File: src/hdl/quoted_whitespace_tokenizer_core_defines.svh
// Assertion macros shared by the tokenizer RTL.
`ifndef QUOTED_WHITESPACE_TOKENIZER_CORE_DEFINES_SVH
`define QUOTED_WHITESPACE_TOKENIZER_CORE_DEFINES_SVH

`ifndef NO_ASSERTIONS
// Same-cycle implication, checked on clk, idle while arst_n is low
`define QWT_ASSERT_IMP(label, ante, cons, msg) \
	label: assert property (@(posedge clk) disable iff (!arst_n) (ante) |-> (cons)) \
		else $error(msg);
// Next-cycle implication, checked on clk, idle while arst_n is low
`define QWT_ASSERT_NXT(label, ante, cons, msg) \
	label: assert property (@(posedge clk) disable iff (!arst_n) (ante) |=> (cons)) \
		else $error(msg);
`else
`define QWT_ASSERT_IMP(label, ante, cons, msg)
`define QWT_ASSERT_NXT(label, ante, cons, msg)
`endif

`endif

File: src/hdl/qwt_pkg.sv
// Types and constants of the quoted whitespace tokenizer.
package qwt_pkg;

	localparam int unsigned MAX_STRING_BYTES_DEF = 65536;
	localparam logic [9:0]  MAX_TOKENS_RST       = 10'd64;

	localparam logic [7:0] CHAR_QUOTE  = 8'h22;
	localparam logic [7:0] CHAR_BSLASH = 8'h5C;
	localparam logic [7:0] CHAR_SPACE  = 8'h20;
	localparam logic [7:0] CHAR_TAB    = 8'h09;
	localparam logic [7:0] CHAR_CR     = 8'h0D;

	typedef enum logic [1:0] {
		MODE_IDLE,
		MODE_PLAIN,
		MODE_QUOTED
	} mode_t;

	// Scanner control state carried between bytes
	typedef struct packed {
		mode_t      mode;
		logic       esc;
		logic [9:0] found;
	} scan_ctl_t;

	typedef struct packed {
		logic [7:0] char_byte;
		logic       end_of_string;
	} in_item_t;

	typedef struct packed {
		logic        token_valid;
		logic [15:0] token_start;
		logic [15:0] token_length;
		logic [9:0]  token_index;
		logic        was_quoted;
		logic        string_done;
		logic [9:0]  token_count;
	} out_item_t;

endpackage

File: src/hdl/quoted_whitespace_tokenizer_core.sv
// Top level of the quoted whitespace tokenizer: registers, handshakes, checks.
//
//  channel | direction | handshake           | payload
//  --------+-----------+---------------------+-----------------------------
//  in      | input     | in_valid/in_stall   | in_data  (in_item_t)
//  out     | output    | out_valid/out_stall | out_data (out_item_t)
//  cfg     | input     | cfg_valid/cfg_ready | cfg_data (max_tokens, 10 b)
//
// One byte per cycle sustained unless the output stalls; an accepted byte
// is held in the input register, and its result item enters the output
// register as the byte moves on. The scan state (mode, position, start,
// count) is updated once per byte by a single pass of compare/add logic.
// Reset clears the scan state and sets max_tokens to 64; cfg_ready is
// always high. in_stall rises only when a byte with a result is waiting
// while the output register holds an item that is stalled.
`include "quoted_whitespace_tokenizer_core_defines.svh"

module quoted_whitespace_tokenizer_core
	import qwt_pkg::*;
#(
	parameter int unsigned MAX_STRING_BYTES = MAX_STRING_BYTES_DEF
) (
	input  logic       clk,
	input  logic       arst_n,
	input  logic       in_valid,
	output logic       in_stall,
	input  in_item_t   in_data,
	output logic       out_valid,
	input  logic       out_stall,
	output out_item_t  out_data,
	input  logic       cfg_valid,
	output logic       cfg_ready,
	input  logic [9:0] cfg_data
);

	localparam int unsigned POS_W = $clog2(MAX_STRING_BYTES + 1);

	logic             valid_s1;
	in_item_t         item_s1;
	scan_ctl_t        ctl_q;
	logic [POS_W-1:0] pos_q;
	logic [POS_W-1:0] start_q;
	logic [9:0]       max_tokens_q;
	logic             out_valid_q;
	out_item_t        out_q;

	scan_ctl_t        ctl_nxt;
	logic [POS_W-1:0] pos_nxt;
	logic [POS_W-1:0] start_nxt;
	logic             has_result;
	out_item_t        result;
	logic             out_free;
	logic             advance;

	qwt_step #(
		.MAX_STRING_BYTES(MAX_STRING_BYTES)
	) u_step (
		.ctl        (ctl_q),
		.pos        (pos_q),
		.start      (start_q),
		.item       (item_s1),
		.max_tokens (max_tokens_q),
		.ctl_nxt    (ctl_nxt),
		.pos_nxt    (pos_nxt),
		.start_nxt  (start_nxt),
		.has_result (has_result),
		.result     (result)
	);

	// Flow control: a byte moves on unless its result would overrun the output
	assign out_free  = !out_valid_q || !out_stall;
	assign advance   = valid_s1 && (!has_result || out_free);
	assign in_stall  = valid_s1 && !advance;
	assign out_valid = out_valid_q;
	assign out_data  = out_q;
	assign cfg_ready = 1'b1;

	// Control registers
	always_ff @(posedge clk or negedge arst_n) begin
		if (!arst_n) begin
			valid_s1     <= 1'b0;
			ctl_q        <= '{mode: MODE_IDLE, esc: 1'b0, found: 10'd0};
			pos_q        <= '0;
			start_q      <= '0;
			max_tokens_q <= MAX_TOKENS_RST;
			out_valid_q  <= 1'b0;
		end else begin
			if (in_valid && !in_stall) begin
				valid_s1 <= 1'b1;
			end else if (advance) begin
				valid_s1 <= 1'b0;
			end
			if (advance) begin
				ctl_q   <= ctl_nxt;
				pos_q   <= pos_nxt;
				start_q <= start_nxt;
			end
			if (advance && has_result) begin
				out_valid_q <= 1'b1;
			end else if (!out_stall) begin
				out_valid_q <= 1'b0;
			end
			if (cfg_valid && cfg_ready) begin
				max_tokens_q <= cfg_data;
			end
		end
	end

	// Payload registers
	always_ff @(posedge clk) begin
		if (in_valid && !in_stall) begin
			item_s1 <= in_data;
		end
		if (advance && has_result) begin
			out_q <= result;
		end
	end

	// Checks
	`QWT_ASSERT_IMP(a_token_count, out_valid && out_data.token_valid,
		out_data.token_count == out_data.token_index + 10'd1,
		"token count does not follow token index")
	`QWT_ASSERT_IMP(a_empty_fields, out_valid && !out_data.token_valid,
		(out_data.token_start == 16'd0) && (out_data.token_length == 16'd0) &&
		(out_data.token_index == 10'd0) && !out_data.was_quoted,
		"result without token carries nonzero token fields")
	`QWT_ASSERT_IMP(a_stall_cause, in_stall,
		valid_s1 && out_valid && out_stall,
		"input stalled while output is free")
	`QWT_ASSERT_NXT(a_string_clear, advance && item_s1.end_of_string,
		(ctl_q.mode == MODE_IDLE) && (ctl_q.found == 10'd0) && (pos_q == '0),
		"scan state not cleared after last byte")

endmodule

File: src/hdl/qwt_step.sv
// Per-byte scan logic: next state and result item for one input byte.
module qwt_step
	import qwt_pkg::*;
#(
	parameter int unsigned MAX_STRING_BYTES = MAX_STRING_BYTES_DEF
) (
	input  scan_ctl_t                                   ctl,
	input  logic [$clog2(MAX_STRING_BYTES + 1)-1:0]     pos,
	input  logic [$clog2(MAX_STRING_BYTES + 1)-1:0]     start,
	input  in_item_t                                    item,
	input  logic [9:0]                                  max_tokens,
	output scan_ctl_t                                   ctl_nxt,
	output logic [$clog2(MAX_STRING_BYTES + 1)-1:0]     pos_nxt,
	output logic [$clog2(MAX_STRING_BYTES + 1)-1:0]     start_nxt,
	output logic                                        has_result,
	output out_item_t                                   result
);

	localparam int unsigned POS_W = $clog2(MAX_STRING_BYTES + 1);

	logic             is_space;
	logic             is_quote;
	logic             is_bslash;
	logic             in_range;
	logic             tok_valid;
	logic             tok_quoted;
	logic [POS_W-1:0] tok_start;
	logic [POS_W-1:0] tok_len;
	logic [POS_W-1:0] len_mid;
	logic [POS_W-1:0] len_end;
	logic [9:0]       found_inc;
	logic [POS_W+15:0] start_wide;
	logic [POS_W+15:0] len_wide;
	scan_ctl_t        ctl_mid;
	logic [POS_W-1:0] pos_mid;
	logic [POS_W-1:0] start_mid;

	assign is_space  = (item.char_byte == CHAR_SPACE) ||
		((item.char_byte >= CHAR_TAB) && (item.char_byte <= CHAR_CR));
	assign is_quote  = (item.char_byte == CHAR_QUOTE);
	assign is_bslash = (item.char_byte == CHAR_BSLASH);
	assign in_range  = (pos < POS_W'(MAX_STRING_BYTES));
	assign found_inc = ctl.found + 10'd1;

	// Mode transitions for a byte inside the string window
	always_comb begin
		ctl_mid   = ctl;
		pos_mid   = pos;
		start_mid = start;
		tok_valid = 1'b0;
		tok_quoted = 1'b0;
		if (in_range) begin
			case (ctl.mode)
				MODE_IDLE: begin
					if (!is_space && (ctl.found < max_tokens)) begin
						ctl_mid.esc = 1'b0;
						if (is_quote) begin
							ctl_mid.mode = MODE_QUOTED;
							start_mid    = pos + POS_W'(1);
						end else begin
							ctl_mid.mode = MODE_PLAIN;
							start_mid    = pos;
						end
					end
				end
				MODE_PLAIN: begin
					tok_valid = is_space;
				end
				MODE_QUOTED: begin
					if (ctl.esc && (is_quote || is_bslash)) begin
						ctl_mid.esc = 1'b0;
					end else if (is_quote) begin
						ctl_mid.esc = 1'b0;
						tok_valid   = 1'b1;
						tok_quoted  = 1'b1;
					end else begin
						ctl_mid.esc = is_bslash;
					end
				end
				default: begin
					ctl_mid.mode = MODE_IDLE;
				end
			endcase
			pos_mid = pos + POS_W'(1);
		end
	end

	// Token length: at a separator or closing quote, or at end of string
	assign len_mid = pos - start;
	assign len_end = (pos_mid >= start_mid) ? (pos_mid - start_mid) : '0;

	// Token close, end-of-string flush and result assembly
	always_comb begin
		ctl_nxt   = ctl_mid;
		pos_nxt   = pos_mid;
		start_nxt = start_mid;
		tok_start = start;
		tok_len   = len_mid;
		result    = '0;
		if (!tok_valid && item.end_of_string && (ctl_mid.mode != MODE_IDLE)) begin
			tok_start = start_mid;
			tok_len   = len_end;
		end
		start_wide = {16'b0, tok_start};
		len_wide   = {16'b0, tok_len};
		if (tok_valid || (item.end_of_string && (ctl_mid.mode != MODE_IDLE))) begin
			result.token_valid  = 1'b1;
			result.token_start  = start_wide[15:0];
			result.token_length = len_wide[15:0];
			result.token_index  = ctl.found;
			result.was_quoted   = tok_valid ? tok_quoted : (ctl_mid.mode == MODE_QUOTED);
			ctl_nxt.found       = found_inc;
			ctl_nxt.mode        = MODE_IDLE;
			ctl_nxt.esc         = 1'b0;
		end
		has_result         = result.token_valid || item.end_of_string;
		result.string_done = item.end_of_string;
		result.token_count = ctl_nxt.found;
		// A finished string returns the scanner to its reset state
		if (item.end_of_string) begin
			ctl_nxt   = '{mode: MODE_IDLE, esc: 1'b0, found: 10'd0};
			pos_nxt   = '0;
			start_nxt = '0;
		end
	end

endmodule
File: config.mk
export PLATFORM = sky130hd
export DESIGN_NAME = quoted_whitespace_tokenizer_core
export DESIGN_NICKNAME = d
export VERILOG_FILES = /design/src/hdl/qwt_pkg.sv /design/src/hdl/quoted_whitespace_tokenizer_core.sv /design/src/hdl/qwt_step.sv
export VERILOG_INCLUDE_DIRS = /design/src /design/src/hdl
export SDC_FILE = /design/constraint.sdc
export NUM_CORES = 1
export LEC_CHECK = 0
export BUFFER_PORTS_ARGS = -buffer_cell sky130_fd_sc_hd__buf_2
export CAP_MARGIN = 20
export CORE_MARGIN = 2
export CORE_UTILIZATION = 50
export CTS_BUF_LIST = sky130_fd_sc_hd__clkbuf_2
export DETAILED_ROUTE_END_ITERATION = 10
export GPL_ROUTABILITY_DRIVEN = 0
export HOLD_SLACK_MARGIN = 0.15
export PLACE_DENSITY = 0.74
export SLEW_MARGIN = 20
export SYNTH_ARGS = -nofsm -noshare
export SYNTH_HDL_FRONTEND = slang
export SYNTH_SLANG_ARGS = --single-unit
File: constraint.sdc
create_clock -name clk -period 11.3 [get_ports clk]
set_clock_uncertainty 0.2 [all_clocks]
set_input_delay 1.13 -clock clk [delete_from_list [all_inputs] [get_ports clk]]
set_output_delay 1.13 -clock clk [all_outputs]
set_load 0.01 [all_outputs]
==> results.yml <==
sta:
  finalCritPeriodShare: 0.455
  hold_viol: 0
  maxSlewViolCount: 0
  period_minus_slack_ps: 5140
  holdWs_ps: 339
  setup_tns_ps: 0
  fmax_ghz: 0.194
  relSlewSlack: 0.375
  finalSetupViolCount: 0
  worst_slew_pin_slew_ps: 938
  rsz0062_at_grt: "false"
worst_setup_path:
  arrival_ps: 5380
  cp.required_ps: 11540
  critPathMaxFanout: 32
  r2r-start: "ctl_q[4]"
  r2r_end: "out_data[32]"
  worstRegToRegCells: 16
  start_kind: "flop"
  rrSetupSlack_ps: 6160
  critPathCapture: "out_data[32]"
  worstSetupPathType: "reg -> reg"
  crit_start: "ctl_q[4]"
  cp-end-kind: "flop"
yosys:
  synth_area_um2: 7640
  synth_top_cells_by_area: "edfxtp_1, dfrtp_1, ha_1"
  synthDistinctLibCells: 68
  synth_top_area_share: 0.251
  synth_flop_cell: "edfxtp_1"
  syn_inst: 800
  async_flop_share: 0.480
  synth_edf_count: 64
  synth.largest_area_cell: "edfxtp_1"
  syn-num-nets: 873
  yosys_warnings: 0
  syn_area_per_cell_um2: 9.55
  synth_seq_cells: 123
  yosysSeqAreaShare: 0.445
finish:
  instances_no_fill: 1068
  final_cell_mix: "buf_2, nand2_1, edfxtp_1"
  final_common_cell: "buf_2"
  drive_gt1_frac: 0.143
  design_area_um2: 8370
  final_nets: 939
  syn2layout_area_growth_pct: 9.51
clock_network:
  htreeDepth: 4
  cts_sinks: 123
  tritoncts: "done"
  cts_resized: 0
  clock_latency_ps: 730
  cts_root_buffer: "clkbuf_2"
  post_cts.repair.setup_buffers: 0
  clockBufferDepth: 2
  numCtsBuffers: 17
  cts.clk_slew.worst_paths_ps: 210
  cts_hold_buf: 0
worst_hold_path:
  hp-class: "reg -> reg"
route:
  drt_iter0_markers: 575
  vias: 6245
  firstDrtPassIters: 8
  wl_per_cell_um: 16.9
  drc: 0
  ant_nets: 0
  drt_wl_total_mm: 18.1
  routed_via_density: 5.85
floorplan:
  io_pins: 82
  std_cell_rows: 45
  core_um2: 15100
  dieArea_um2: 16300
  die_w_um: 128
  start_util: 0.506
  die_h_um: 128
placed_design:
  hpwl_mm: 12.5
  port_buffers: 80
  place_area_um2: 8160
  dp.cells: 1035
power_and_ir_drop:
  leakage_nw: 3.58
  peakVddDrop_uv: 68.3
  powerDensity_nw_per_um2: 166
grt:
  gr-total-overflow: 0
  grt_pass1_vias: 5918
  grtUsageTotal: 0.233
  antenna_found_initial: 1
  grt_start_max_net_pins: 60
  grt_pass1_wl_mm: 29.6
flow_run:
  cap_violations: 0
outcome:
  outcome: "finished clean"
## kinds of logic after synthesis
family / synth area share
AND/OR/NAND/NOR: 0.173
AO/OA/AOI/OAI: 0.164
flip-flops: 0.445
buffers and inverters: 0.0468
XOR/XNOR: 0.0688
adder cells (fa/ha/maj): 0.0822
multiplexers: 0.0200
other: 0.000491
## through the flow
| stage | worst slack (ps) | utilization | power, W |
|---|---|---|---|
| after floorplan | 6590 | - | 0.000991 |
| after global placement | 6470 | 0.541 | 0.00112 |
| after detailed placement | 6210 | 0.541 | 0.00113 |
| after CTS | 6190 | 0.554 | 0.00139 |
| after global routing | 5820 | 0.555 | 0.00148 |
| final | 6160 | 0.555 | 0.00139 |
## flip-flops by register name, summed over array words and instances (netlist names)
register and count:
out_valid 1, out_data 55, pos_q 17, max_tokens_q 10, start_q 17, ctl_q 13
item_s1 9, valid_s1 1
## per-layer routing
layer	GRT usage	share of wire	up-vias
met5	0	0	-
met1	0.319	0.45	2941
li1	-	-	3026
met4	0.0860	0.022	0
met3	0.0486	0.069	33
met2	0.366	0.46	245
## power by group
group | switching, W | internal (W) | leakage, nW
registers | 0.0000463 | 0.000526 | 1.40
logic | 0.000329 | 0.000226 | 2.06
clock network | 0.000161 | 0.0000984 | 0.127
total | 0.000536 | 0.000851 | 3.58
## layout make-up
cell class              instances  area (um2)
fillers                      1368        6720
multi-input cells             591        3900
flip-flops and latches        123        3400
repair buffers                 88         460
well taps                     188         235
inverters                      45         169
clock inverters                12         106
clock buffers                  20         100
diodes                          1        2.50
## critical path, stage by stage, from the launching register on
cell and delay (ps):
dfrtp_1 470, ha_1 330, a21o_1 180, a21oi_1 140, o211ai_1 140, nor4b_4 340
nand2_2 480, a21oi_1 480, ha_1 310, nor2b_1 140, o31ai_1 390, a211oi_1 170
o211ai_1 220, a31oi_1 130, o21ai_0 290, a21o_4 300, o22ai_1 120
## cell usage after synthesis (3+ instances only)
cell	n
nand2_1	73
edfxtp_1	64
nor2_1	59
dfrtp_1	58
o21ai_0	53
a21oi_1	47
ha_1	47
inv_1	45
o22ai_1	42
xor2_1	31
xnor2_1	29
clkbuf_1	22
nor3_1	19
nand2b_1	18
nand3_1	18
and2_1	17
nand4_1	16
mux2i_1	13
or3_1	12
a21o_1	11
buf_2	11
nor2b_1	8
o21a_1	5
o41ai_1	5
a31oi_1	4
nor3b_1	4
o211ai_1	4
a211o_1	3
and3_1	3
buf_4	3
nand3b_1	3
o31ai_1	3
## worst min-delay path by stage
stage | startpoint | to | slack (ps) | cells past startpoint
global placement | start_q[16] | start_q[16] | 260 | 2
global route | in_data[8] | item_s1[8] | 290 | 1
floorplan | start_q[16] | start_q[16] | 250 | 2
detailed placement | start_q[16] | start_q[16] | 300 | 2
finish | ctl_q[10] | ctl_q[10] | 340 | 2
CTS | in_data[3] | item_s1[3] | 330 | 1
(Power assumes the default switching activity.)
